$ cat src/rtl/lzrb_pkg.sv
// Shared types and constants for the LZ ring buffer decompressor.
// Depends on nothing; used by lzrb_ctrl, lzrb_datapath and the top level.
`timescale 1ns / 1ps
`default_nettype none

package lzrb_pkg;

    // Parser phase inside the compressed stream.
    typedef enum logic [2:0] {
        PH_TOKEN   = 3'd0,
        PH_LITERAL = 3'd1,
        PH_COUNT   = 3'd2,
        PH_POS_LO  = 3'd3,
        PH_POS_HI  = 3'd4
    } phase_t;

    // Controller states.
    typedef enum logic [2:0] {
        ST_IDLE  = 3'd0,
        ST_CLEAR = 3'd1,
        ST_COPY  = 3'd2,
        ST_EMIT  = 3'd3,
        ST_ERR   = 3'd4,
        ST_READ  = 3'd5
    } state_t;

    // Result error codes.
    localparam logic [1:0] ERR_NONE  = 2'd0;
    localparam logic [1:0] ERR_COUNT = 2'd1;
    localparam logic [1:0] ERR_POS   = 2'd2;
    localparam logic [1:0] ERR_DONE  = 2'd3;

    // Configuration register indexes.
    localparam logic REG_RING_SEL = 1'b0;
    localparam logic REG_TOTAL    = 1'b1;

    localparam logic [8:0] FLAG_INIT  = 9'h040;
    localparam int         SMALL_RING = 256;

    // Commands from the controller to the datapath.
    typedef struct packed {
        logic clear_step;   // write zero to one ring entry
        logic copy_step;    // write the read byte to the ring, append one lane
        logic lane_reset;   // empty the output lanes
    } dp_cmd_t;

    // Status from the datapath to the controller.
    typedef struct packed {
        logic clear_done;   // ring clear sweep reached the last entry
        logic copy_last;    // this copy step moves the final byte
        logic lanes_full;   // output lanes hold a full result
    } dp_stat_t;

endpackage

`default_nettype wire

$ cat src/rtl/lzrb_ctrl.sv
// Controller: token parser, remaining count, result sequencing.
// Depends on lzrb_pkg.
`timescale 1ns / 1ps
`default_nettype none

module lzrb_ctrl #(
    parameter int RING_DEPTH = 1024
) (
    input  wire                           clk,
    input  wire                           rst_n,
    input  wire                           ring_sel,
    input  wire  [15:0]                   total,
    input  wire                           in_valid,
    output logic                          in_ready,
    input  wire  [7:0]                    in_byte,
    input  wire                           in_start,
    input  wire                           res_free,
    output logic                          res_push,
    output logic                          res_last,
    output logic                          res_done,
    output logic [1:0]                    res_err,
    input  lzrb_pkg::dp_stat_t            stat,
    output lzrb_pkg::dp_cmd_t             cmd,
    output logic                          load,
    output logic [$clog2(RING_DEPTH)-1:0] load_src,
    output logic [8:0]                    load_len,
    output logic                          load_lit,
    output logic                          pos_reset
);

    localparam int AW = $clog2(RING_DEPTH);

    lzrb_pkg::state_t state_reg, state_next;
    lzrb_pkg::phase_t phase_reg, phase_next;
    logic [8:0]  flag_reg, flag_next;
    logic [15:0] rem_reg, rem_next;
    logic [8:0]  pcnt_reg, pcnt_next;
    logic [7:0]  plo_reg, plo_next;
    logic [1:0]  err_reg, err_next;
    logic        take, start_pend_reg;
    logic [8:0]  neg_cnt, f_sh;
    logic [17:0] pos_full;
    logic [1:0]  copy_err;
    logic        do_copy;
    logic        copy_done_reg;

    assign take    = in_valid && in_ready;
    assign neg_cnt = ((8'd0 - in_byte) == 8'd0) ? 9'd256 : {1'b0, 8'd0 - in_byte};
    assign f_sh    = {flag_reg[7:0], 1'b0};

    // Position of a reference as it completes.
    always_comb
    begin
        if (phase_reg == lzrb_pkg::PH_POS_HI)
            pos_full = {2'b00, in_byte, plo_reg};
        else
            pos_full = {10'd0, in_byte};
    end

    // Parser: next parse state for the accepted byte.
    always_comb
    begin
        phase_next = phase_reg;
        flag_next  = flag_reg;
        rem_next   = rem_reg;
        pcnt_next  = pcnt_reg;
        plo_next   = plo_reg;
        err_next   = err_reg;
        do_copy    = 1'b0;
        load_lit   = 1'b0;
        copy_err   = lzrb_pkg::ERR_NONE;
        if ({7'd0, pcnt_reg} > rem_reg)
            copy_err = lzrb_pkg::ERR_COUNT;
        else if (pos_full >= (ring_sel ? 18'(RING_DEPTH) : 18'(lzrb_pkg::SMALL_RING)))
            copy_err = lzrb_pkg::ERR_POS;
        if (take && rem_reg != 16'd0)
        begin
            case (phase_reg)
                lzrb_pkg::PH_TOKEN:
                begin
                    if (f_sh[7:0] == 8'd0)
                    begin
                        flag_next  = {in_byte, 1'b1};
                        flag_next  = in_byte[7] ? {1'b0, in_byte[6:0], 1'b1}
                                                : {in_byte, 1'b1};
                        phase_next = in_byte[7] ? lzrb_pkg::PH_COUNT
                                                : lzrb_pkg::PH_LITERAL;
                    end
                    else if (f_sh[8])
                    begin
                        flag_next  = {1'b0, f_sh[7:0]};
                        pcnt_next  = neg_cnt;
                        phase_next = lzrb_pkg::PH_POS_LO;
                    end
                    else
                    begin
                        flag_next  = f_sh;
                        load_lit   = 1'b1;
                        do_copy    = 1'b1;
                    end
                end
                lzrb_pkg::PH_LITERAL:
                begin
                    load_lit   = 1'b1;
                    do_copy    = 1'b1;
                    phase_next = lzrb_pkg::PH_TOKEN;
                end
                lzrb_pkg::PH_COUNT:
                begin
                    pcnt_next  = neg_cnt;
                    phase_next = lzrb_pkg::PH_POS_LO;
                end
                lzrb_pkg::PH_POS_LO:
                begin
                    if (ring_sel)
                    begin
                        plo_next   = in_byte;
                        phase_next = lzrb_pkg::PH_POS_HI;
                    end
                    else
                    begin
                        phase_next = lzrb_pkg::PH_TOKEN;
                        err_next   = copy_err;
                        do_copy    = (copy_err == lzrb_pkg::ERR_NONE);
                    end
                end
                default:
                begin
                    phase_next = lzrb_pkg::PH_TOKEN;
                    err_next   = copy_err;
                    do_copy    = (copy_err == lzrb_pkg::ERR_NONE);
                end
            endcase
            if (copy_err != lzrb_pkg::ERR_NONE && !do_copy && !load_lit
                && phase_next == lzrb_pkg::PH_TOKEN
                && phase_reg != lzrb_pkg::PH_TOKEN
                && phase_reg != lzrb_pkg::PH_LITERAL)
                rem_next = 16'd0;
            if (do_copy)
                rem_next = rem_reg - (load_lit ? 16'd1 : {7'd0, pcnt_reg});
        end
        else if (take)
        begin
            err_next = lzrb_pkg::ERR_DONE;
        end
    end

    assign load     = (state_reg == lzrb_pkg::ST_IDLE) && do_copy;
    assign load_src = AW'(pos_full);
    assign load_len = pcnt_reg;

    // Next state; a back reference reads the ring, registered, before each write.
    always_comb
    begin
        state_next = state_reg;
        case (state_reg)
            lzrb_pkg::ST_IDLE:
            begin
                if (take && start_pend_reg)
                    state_next = lzrb_pkg::ST_IDLE;
                if (take && (rem_reg == 16'd0 || err_next != lzrb_pkg::ERR_NONE))
                    state_next = lzrb_pkg::ST_ERR;
                else if (load)
                    state_next = load_lit ? lzrb_pkg::ST_COPY : lzrb_pkg::ST_READ;
            end
            lzrb_pkg::ST_CLEAR:
                if (stat.clear_done)
                    state_next = lzrb_pkg::ST_IDLE;
            lzrb_pkg::ST_READ:
                state_next = lzrb_pkg::ST_COPY;
            lzrb_pkg::ST_COPY:
                if (stat.lanes_full || stat.copy_last)
                    state_next = lzrb_pkg::ST_EMIT;
                else
                    state_next = lzrb_pkg::ST_READ;
            lzrb_pkg::ST_EMIT:
                if (res_free)
                    state_next = res_last ? lzrb_pkg::ST_IDLE : lzrb_pkg::ST_COPY;
            lzrb_pkg::ST_ERR:
                if (res_free)
                    state_next = lzrb_pkg::ST_IDLE;
            default:
                state_next = lzrb_pkg::ST_IDLE;
        endcase
    end

    // Outputs of the controller.
    always_comb
    begin
        in_ready       = (state_reg == lzrb_pkg::ST_IDLE)
                         && !(in_valid && in_start && !start_pend_reg);
        cmd.clear_step = (state_reg == lzrb_pkg::ST_CLEAR);
        cmd.copy_step  = (state_reg == lzrb_pkg::ST_COPY) && !stat.lanes_full;
        cmd.lane_reset = (state_reg == lzrb_pkg::ST_EMIT) && res_free;
        res_push       = ((state_reg == lzrb_pkg::ST_EMIT)
                          || (state_reg == lzrb_pkg::ST_ERR)) && res_free;
        res_last       = (state_reg == lzrb_pkg::ST_ERR) || copy_done_reg;
        res_err        = (state_reg == lzrb_pkg::ST_ERR) ? err_reg : lzrb_pkg::ERR_NONE;
        res_done       = (state_reg == lzrb_pkg::ST_ERR) ? (err_reg == lzrb_pkg::ERR_DONE)
                                                         : (copy_done_reg && rem_reg == 16'd0);
        pos_reset      = (state_reg == lzrb_pkg::ST_IDLE) && in_valid && in_start
                         && !start_pend_reg;
    end

    // Tracks whether the copy has moved its final byte.
    always_ff @(posedge clk or negedge rst_n)
    begin
        if (!rst_n)
            copy_done_reg <= 1'b0;
        else if (load)
            copy_done_reg <= 1'b0;
        else if (cmd.copy_step && stat.copy_last)
            copy_done_reg <= 1'b1;
    end

    // State registers; a stream start runs a ring sweep, then takes the byte.
    always_ff @(posedge clk or negedge rst_n)
    begin
        if (!rst_n)
        begin
            state_reg      <= lzrb_pkg::ST_IDLE;
            phase_reg      <= lzrb_pkg::PH_TOKEN;
            flag_reg       <= lzrb_pkg::FLAG_INIT;
            rem_reg        <= 16'd0;
            pcnt_reg       <= 9'd0;
            plo_reg        <= 8'd0;
            err_reg        <= lzrb_pkg::ERR_NONE;
            start_pend_reg <= 1'b0;
        end
        else if (pos_reset)
        begin
            state_reg      <= lzrb_pkg::ST_CLEAR;
            phase_reg      <= lzrb_pkg::PH_TOKEN;
            flag_reg       <= lzrb_pkg::FLAG_INIT;
            rem_reg        <= total;
            pcnt_reg       <= 9'd0;
            plo_reg        <= 8'd0;
            err_reg        <= lzrb_pkg::ERR_NONE;
            start_pend_reg <= 1'b1;
        end
        else
        begin
            state_reg <= state_next;
            if (take)
            begin
                phase_reg      <= phase_next;
                flag_reg       <= flag_next;
                rem_reg        <= rem_next;
                pcnt_reg       <= pcnt_next;
                plo_reg        <= plo_next;
                err_reg        <= err_next;
                start_pend_reg <= 1'b0;
            end
        end
    end

    // A copy step only happens in the copy state.
    assert property (@(posedge clk) disable iff (!rst_n)
        cmd.copy_step |-> state_reg == lzrb_pkg::ST_COPY)
        else $error("copy step outside copy state");
    // No input is taken outside the idle state.
    assert property (@(posedge clk) disable iff (!rst_n)
        take |-> state_reg == lzrb_pkg::ST_IDLE)
        else $error("input taken while busy");
    // Error results carry the last flag.
    assert property (@(posedge clk) disable iff (!rst_n)
        (res_push && res_err != lzrb_pkg::ERR_NONE) |-> res_last)
        else $error("error result without last");

endmodule

`default_nettype wire

$ cat config.mk
export PLATFORM = sky130hd
export DESIGN_NAME = lzrb_ctrl
export DESIGN_NICKNAME = d
export VERILOG_FILES = /design/src/rtl/lzrb_pkg.sv /design/src/rtl/lzrb_ctrl.sv
export SDC_FILE = /design/constraint.sdc
export NUM_CORES = 1
export LEC_CHECK = 0
export BUFFER_PORTS_ARGS = -buffer_cell sky130_fd_sc_hd__buf_2
export CORE_ASPECT_RATIO = 1.4
export CORE_MARGIN = 8
export CORE_UTILIZATION = 36
export CTS_BUF_LIST = sky130_fd_sc_hd__clkbuf_8 sky130_fd_sc_hd__clkbuf_16
export DETAILED_ROUTE_END_ITERATION = 12
export GPL_ROUTABILITY_DRIVEN = 0
export GPL_TIMING_DRIVEN = 0
export SLEW_MARGIN = 40
export SYNTH_ARGS = -nofsm -noshare
export SYNTH_HDL_FRONTEND = slang
export SYNTH_SLANG_ARGS = --single-unit
export TNS_END_PERCENT = 30
$ cat constraint.sdc
create_clock -name clk -period 4.4 [get_ports clk]
set_clock_uncertainty 0.1 [all_clocks]
set_input_delay 0.88 -clock clk [delete_from_list [all_inputs] [get_ports clk]]
set_output_delay 0.88 -clock clk [all_outputs]
set_load 0.01 [all_outputs]
=== After elaboration in Yosys (flattened, before gate mapping) ===
Cells that the tools add are included.
Widths: inputs -> output; s select.

* Add/subtract/negate cells: 2
* Eq/ne operators: 17
* Magnitude comparators: 2
* Muxes and demuxes: 68
* Reductions and logical operators: 56

{| class="wikitable"
|+ Operator list
! cell !! number
|-
| $mux 16 || 6
|-
| $mux 8 || 10
|-
| $mux 9 || 7
|-
| $mux 3 || 16
|-
| $logic_and 1x1->1 || 21
|-
| $mux 2 || 10
|-
| $ge 18x11->1 || 1
|-
| $pmux 3 s6 || 1
|-
| $pmux 9 s2 || 1
|-
| $gt 9x16->1 || 1
|-
| $logic_not 16->1 || 1
|-
| $logic_not 8->1 || 2
|-
| $reduce_bool 16->1 || 1
|-
| $reduce_bool 2->1 || 8
|-
| $sub 16x9->16 || 1
|-
| $eq 3x2->1 const B || 4
|-
| $mux 1 || 12
|-
| $ne 3x3->1 const B || 4
|-
| $mux 11 || 1
|-
| $eq 3x3->1 const B || 3
|-
| $logic_not 3->1 || 3
|-
| $pmux 3 s3 || 1
|-
| $reduce_bool 3->1 || 3
|-
| $reduce_and 4->1 || 2
|-
| other kinds (16) || 25
|}

* Word-level logic and storage cells: 154
* Flip-flop bits (word level): 51
* Output and inout port bits: 31
* Input bits: 33

=== Depth between registers and ports, before layout ===
* Depth after elaboration: 20
* Depth in mapped cells: 15
* Depth with buffers taken out: 14

=== Least setup slack after synthesis ===
Ideal clock, no wire load.

* Path kind: flip-flop to flip-flop
* Start: register flag_reg[3]
* End: register rem_reg[15]
* Library setup time: 0.135 ns
* Path slack: 0.788 ns
* Period minus slack after synthesis: 3.612 ns
* Data arrival time: 3.378 ns
* Cell stages (with the launch flop): 14
* Data required time: 4.165 ns
* Path buffers: 1
* Path through: dfrtp_1 > nor4_1 > a21oi_1 > o21ai_1 > clkbuf_1 > nand2_1 > ha_1 > nor2b_1 > o31a_1 > o221a_2 > o31ai_1 > nand4b_1 > nand4_1 > o311ai_1

* Word-level cells in the longest chain between the ends: 12
* Elaborated cells between the ends (all ways): 25
* Those cells by class: add/sub (1); mux (13); reduce/logical (11)

{| class="wikitable"
|+ Ends and longest elaborated chain
! element !! line !! RTL
|-
| start: declaration || lzrb_ctrl.sv:35 || <nowiki>logic [8:0] flag_reg, flag_next;</nowiki>
|-
| start signal: assignment || lzrb_ctrl.sv:223 || <nowiki>flag_reg <= lzrb_pkg::FLAG_INIT;</nowiki>
|-
| start signal: assignment || lzrb_ctrl.sv:234 || <nowiki>flag_reg <= lzrb_pkg::FLAG_INIT;</nowiki>
|-
| start signal: assignment || lzrb_ctrl.sv:247 || <nowiki>flag_reg <= flag_next;</nowiki>
|-
| $logic_not 8->1 * || lzrb_ctrl.sv:81 || <nowiki>if (f_sh[7:0] == 8'd0)</nowiki>
|-
| parallel branches: the longest is 11 deep, another holds $sub 16x9->16 || n/a ||
|-
| end signal: assignment || lzrb_ctrl.sv:235 || <nowiki>rem_reg <= total;</nowiki>
|-
| end signal: assignment || lzrb_ctrl.sv:248 || <nowiki>rem_reg <= rem_next;</nowiki>
|-
| end: declaration || lzrb_ctrl.sv:36 || <nowiki>logic [15:0] rem_reg, rem_next;</nowiki>
|}

Mark *: on every way between the ends. The select of a mux whose other input is x is not followed.
A chain may end at the register's enable or synchronous reset.

=== Worst setup path in the final report ===
* Start: register phase_reg[1]
* End: output port load

* Word-level cells in the longest chain between the ends: 11
* Elaborated cells between the ends (all ways): 15
* Those cells by class: order compare (1); eq/ne (4); mux (7); reduce/logical (3)

{| class="wikitable"
|+ Ends and longest elaborated chain
! element !! line !! RTL
|-
| start: declaration || lzrb_ctrl.sv:34 || <nowiki>lzrb_pkg::phase_t phase_reg, phase_next;</nowiki>
|-
| start signal: assignment || lzrb_ctrl.sv:222 || <nowiki>phase_reg <= lzrb_pkg::PH_TOKEN;</nowiki>
|-
| start signal: assignment || lzrb_ctrl.sv:233 || <nowiki>phase_reg <= lzrb_pkg::PH_TOKEN;</nowiki>
|-
| start signal: assignment || lzrb_ctrl.sv:246 || <nowiki>phase_reg <= phase_next;</nowiki>
|-
| $eq 3x3->1 || lzrb_ctrl.sv:54 || <nowiki>if (phase_reg == lzrb_pkg::PH_POS_HI)</nowiki>
|-
| $mux 16 || lzrb_ctrl.sv:54 ||
|-
| $ge 18x11->1 || lzrb_ctrl.sv:74 || <nowiki>else if (pos_full >= (ring_sel ? 18'(RING_DEPTH) : 18'(lzrb_pkg::SMALL_RING)))</nowiki>
|-
| $mux 2 || lzrb_ctrl.sv:74 ||
|-
| $mux 2 || lzrb_ctrl.sv:72 || <nowiki>if ({7'd0, pcnt_reg} > rem_reg)</nowiki>
|-
| $logic_not 2->1 || lzrb_ctrl.sv:124, lzrb_ctrl.sv:131 ||
|-
| $mux 1 || lzrb_ctrl.sv:115 || <nowiki>if (ring_sel)</nowiki>
|-
| $pmux 1 s4 * || lzrb_ctrl.sv:78 || <nowiki>case (phase_reg)</nowiki>
|-
| $mux 1 * (2 in series) || lzrb_ctrl.sv:76 || <nowiki>if (take && rem_reg != 16'd0)</nowiki>
|-
| $logic_and 1x1->1 * || lzrb_ctrl.sv:148 || <nowiki>assign load = (state_reg == lzrb_pkg::ST_IDLE) && do_copy;</nowiki>
|-
| end: declaration || lzrb_ctrl.sv:24 || <nowiki>output logic load,</nowiki>
|}

Mark *: on every way between the ends. The rest lies on a longest branch, timed or not. The select of a mux whose other input is x is not followed.

==> out/metrics.yaml <==
period_minus_slack_ns: 4.16
crit_type: "register to primary output"
worst_slew_pin_slew_ns: 0.717
core_region_area_sq_mm: 0.00990
p_clk_frac: 0.145
ys_ff_latch: 51
synth_top_area_share: 0.343
io_pins: 64
path_cells: "nor3b_2 -> buf_2 -> clkbuf_2 -> nand2_1 -> ha_1 -> nand4b_1 -> a21oi_1 -> a211o_1 -> o21ai_4 -> nand2_2 -> inv_1 -> buf_2"
io_buffers: 63
netlist_area_sq_mm: 0.00365
start_kind: "register"
hold_violations: 0
cts-root-buf: "clkbuf_16"
synth_edf_count: 0
grt_pass1_vias: 3712
row_count: 43
synth_cell_types: 59
hold_class: "register to register"
drt-initial-drc-count: 188
clock_sinks: 51
worst_setup_path_end_kind: "primary output"
drive_above_1_share: 0.207
ant_nets: 0
gr-max-usage-layer: "met2"
largest_reg_flops: 16
chipHeight_microns: 135
post_cts_resized: 1
num-fill-cells: 1056
synth_top_area_cell: "dfrtp_1"
leakage_nw: 1.95
start_util: 0.368
rsz0062_at_grt: "false"
synth_area_per_cell_sq_um: 8.16
grt_usage: 0.165
ir_drop_uv: 213
clk_pin_slew_ns: 0.07
syn_to_final_growth_pct: 17.9
slew_viol_final: 0
dieWidth_microns: 101
post-dp-hpwl_microns: 8410
grt_pass1_wl_microns: 18100
ys_async_sr_fraction: 1.00
clock_path_buffers: 2
crit_cells: 12
cts_buffers: 5
p_int_mw: 1.56
p_comb_frac: 0.564
viasPerCell: 5.45
placed_area_sq_mm: 0.00413
fmax_mhz: 241
cp_top_family: "buffers and inverters"
critPathArrivalTime_ns: 3.18
holdBufCountCts: 0
hold_path_depth: 2
synth_ff_type: "dfrtp_1"
wl_per_cell_microns: 16.8
slowest_delay_ns: 0.48
synth_cells: 447
wl_microns: 11000
seq_area_frac_synth: 0.350
power.switching_mw: 1.33
cp_data_required_time_ns: 3.42
cp_slowest_cell: "dfrtp_1"
post_cts.repair.setup_buffers: 0
multi_input_area_sq_mm: 0.00214
p_per_area_mw_per_mm2: 672
seqCellArea_sq_mm: 0.00128
synth_nets: 502
final_cell_area_sq_mm: 0.00430
power_mw: 2.89
antenna_found_initial: 0
htreeDepth: 2
p_seq_frac: 0.292
met2_usage: 0.293
vias: 3558
die-area_sq_mm: 0.0137
cts_tree: "yes"
first_pass_iters: 4
yosys_warnings: 0
diodes: 0
num-nets-final: 572
rr_worst_depth: 12
grt_overflow: 0
grt_max_degree: 52
drc_errors: 0
synth.area.top_cells: "dfrtp_1, ha_1, a21oi_1, nor2_1, nand3_1"
setup_viol: 0
status: "complete, no violations"
p_sw_frac: 0.462
cap_violations: 0
path_max_fanout: 10
met1_usage: 0.188
fin_crit_sh: 0.945
relSlewSlack: 0.518
cp_common_cell: "buf_2"
grtUsageMet3: 0.0309
path_buf_inv: 4
clk_latency_ns: 0.30
[placed cells by master (no fill, tap or decap), drive strengths merged, types with 3 or more instances in the layout]
master / netlist / routed
a211oi: 9 / 9
a21o: 4 / 4
a21oi: 43 / 43
a22oi: 4 / 4
a31oi: 4 / 4
a32o: 3 / 3
and3: 8 / 8
buf: 14 / 77
clkbuf: 9 / 15
dfrtp: 50 / 50
ha: 21 / 21
inv: 30 / 30
nand2: 39 / 39
nand3: 34 / 34
nand4: 13 / 13
nor2: 47 / 47
nor2b: 4 / 4
nor3: 14 / 14
nor3b: 3 / 3
nor4: 7 / 7
o211ai: 3 / 3
o21a: 4 / 4
o21ai: 37 / 37
o311ai: 4 / 4
o31ai: 4 / 4
xnor2: 9 / 9
[stage by stage]
step	setup slack [ns]	util	hold slack, ns	setup TNS, ns	instances
final	0.243	0.434	0.391	0	653
after global placement	0.0155	0.417	0.371	0	645
after CTS	0.0987	0.434	0.398	0	653
after detailed placement	-0.0444	0.417	0.380	-0.0444	645
after global routing	0.0529	0.434	0.440	0	653
after floorplan	0.788	-	0.348	0	447
[worst register-to-register path, delay by kind of cell (launching register included)]
family | cells | cell delay [ns]
compound gates | 6 | 1.77
simple gates | 4 | 0.94
flops | 1 | 0.40
buf+inv | 1 | 0.32
fa+ha+maj | 1 | 0.28
[synthesized netlist by cell type (all sizes together) (2+ instances only)]
cell	instances
a211oi	9
a21o	4
a21oi	43
a22oi	4
a31oi	4
a32o	3
and3	8
buf	14
clkbuf	9
dfrtp	50
ha	21
inv	30
nand2	39
nand2b	2
nand3	34
nand3b	2
nand4	13
nand4b	2
nor2	47
nor2b	4
nor3	14
nor3b	3
nor4	7
o211ai	3
o21a	4
o21ai	37
o311ai	4
o31ai	4
or3	2
xnor2	9
xor2	2
[kinds of logic (layout without fill, tap and decap cells)]
group                      after synthesis  after routing  share of synthesized area
DFF                                     51             51                      0.350
muxes                                    2              2                    0.00583
xor gates and xnor gates                11             11                     0.0264
adders and majority gates               22             22                     0.0776
AOI/OAI and AO/OA                      128            128                      0.228
buffers and inverters                   53            124                     0.0645
and+or+nand+nor                        180            180                      0.248
[cell type report]
type	instances	share of cell area
Multi-Input combinational cell	343	0.498
Buffer	23	0.0291
Sequential cell	51	0.297
Clock inverter	2	0.00378
Timing Repair Buffer	63	0.0739
Inverter	30	0.0262
Clock buffer	6	0.0323
Tap cell	135	0.0393
[worst paths after layout]
| path | startpoint | end | slack (ns) |
|---|---|---|---|
| max in group asynchronous | rst_n | state_reg[2] | 3.22 |
| max | phase_reg[1] | load | 0.24 |
| min in group asynchronous | rst_n | flag_reg[3] | 0.50 |
| max reg2reg | flag_reg[3] | rem_reg[15] | 0.47 |
| min reg2reg | start_pend_reg | start_pend_reg | 0.39 |
| min | start_pend_reg | start_pend_reg | 0.39 |
[power groups by stage]
stage               registers [mW]  clock network [mW]  logic [mW]
finish                       0.842               0.418        1.63
global route                 0.869               0.437        1.84
CTS                          0.839               0.425        1.63
detailed placement           0.846                   0        1.62
global placement             0.843                   0        1.58
floorplan                    0.795                   0        1.22
[metal layers]
layer / part of all wire / routed length, microns
met1: 0.41 / 4530
met2: 0.52 / 5710
met3: 0.051 / 559
met4: 0.016 / 171
met5: 0 / 0
No activity file was read; power rests on OpenSTA's default activity.
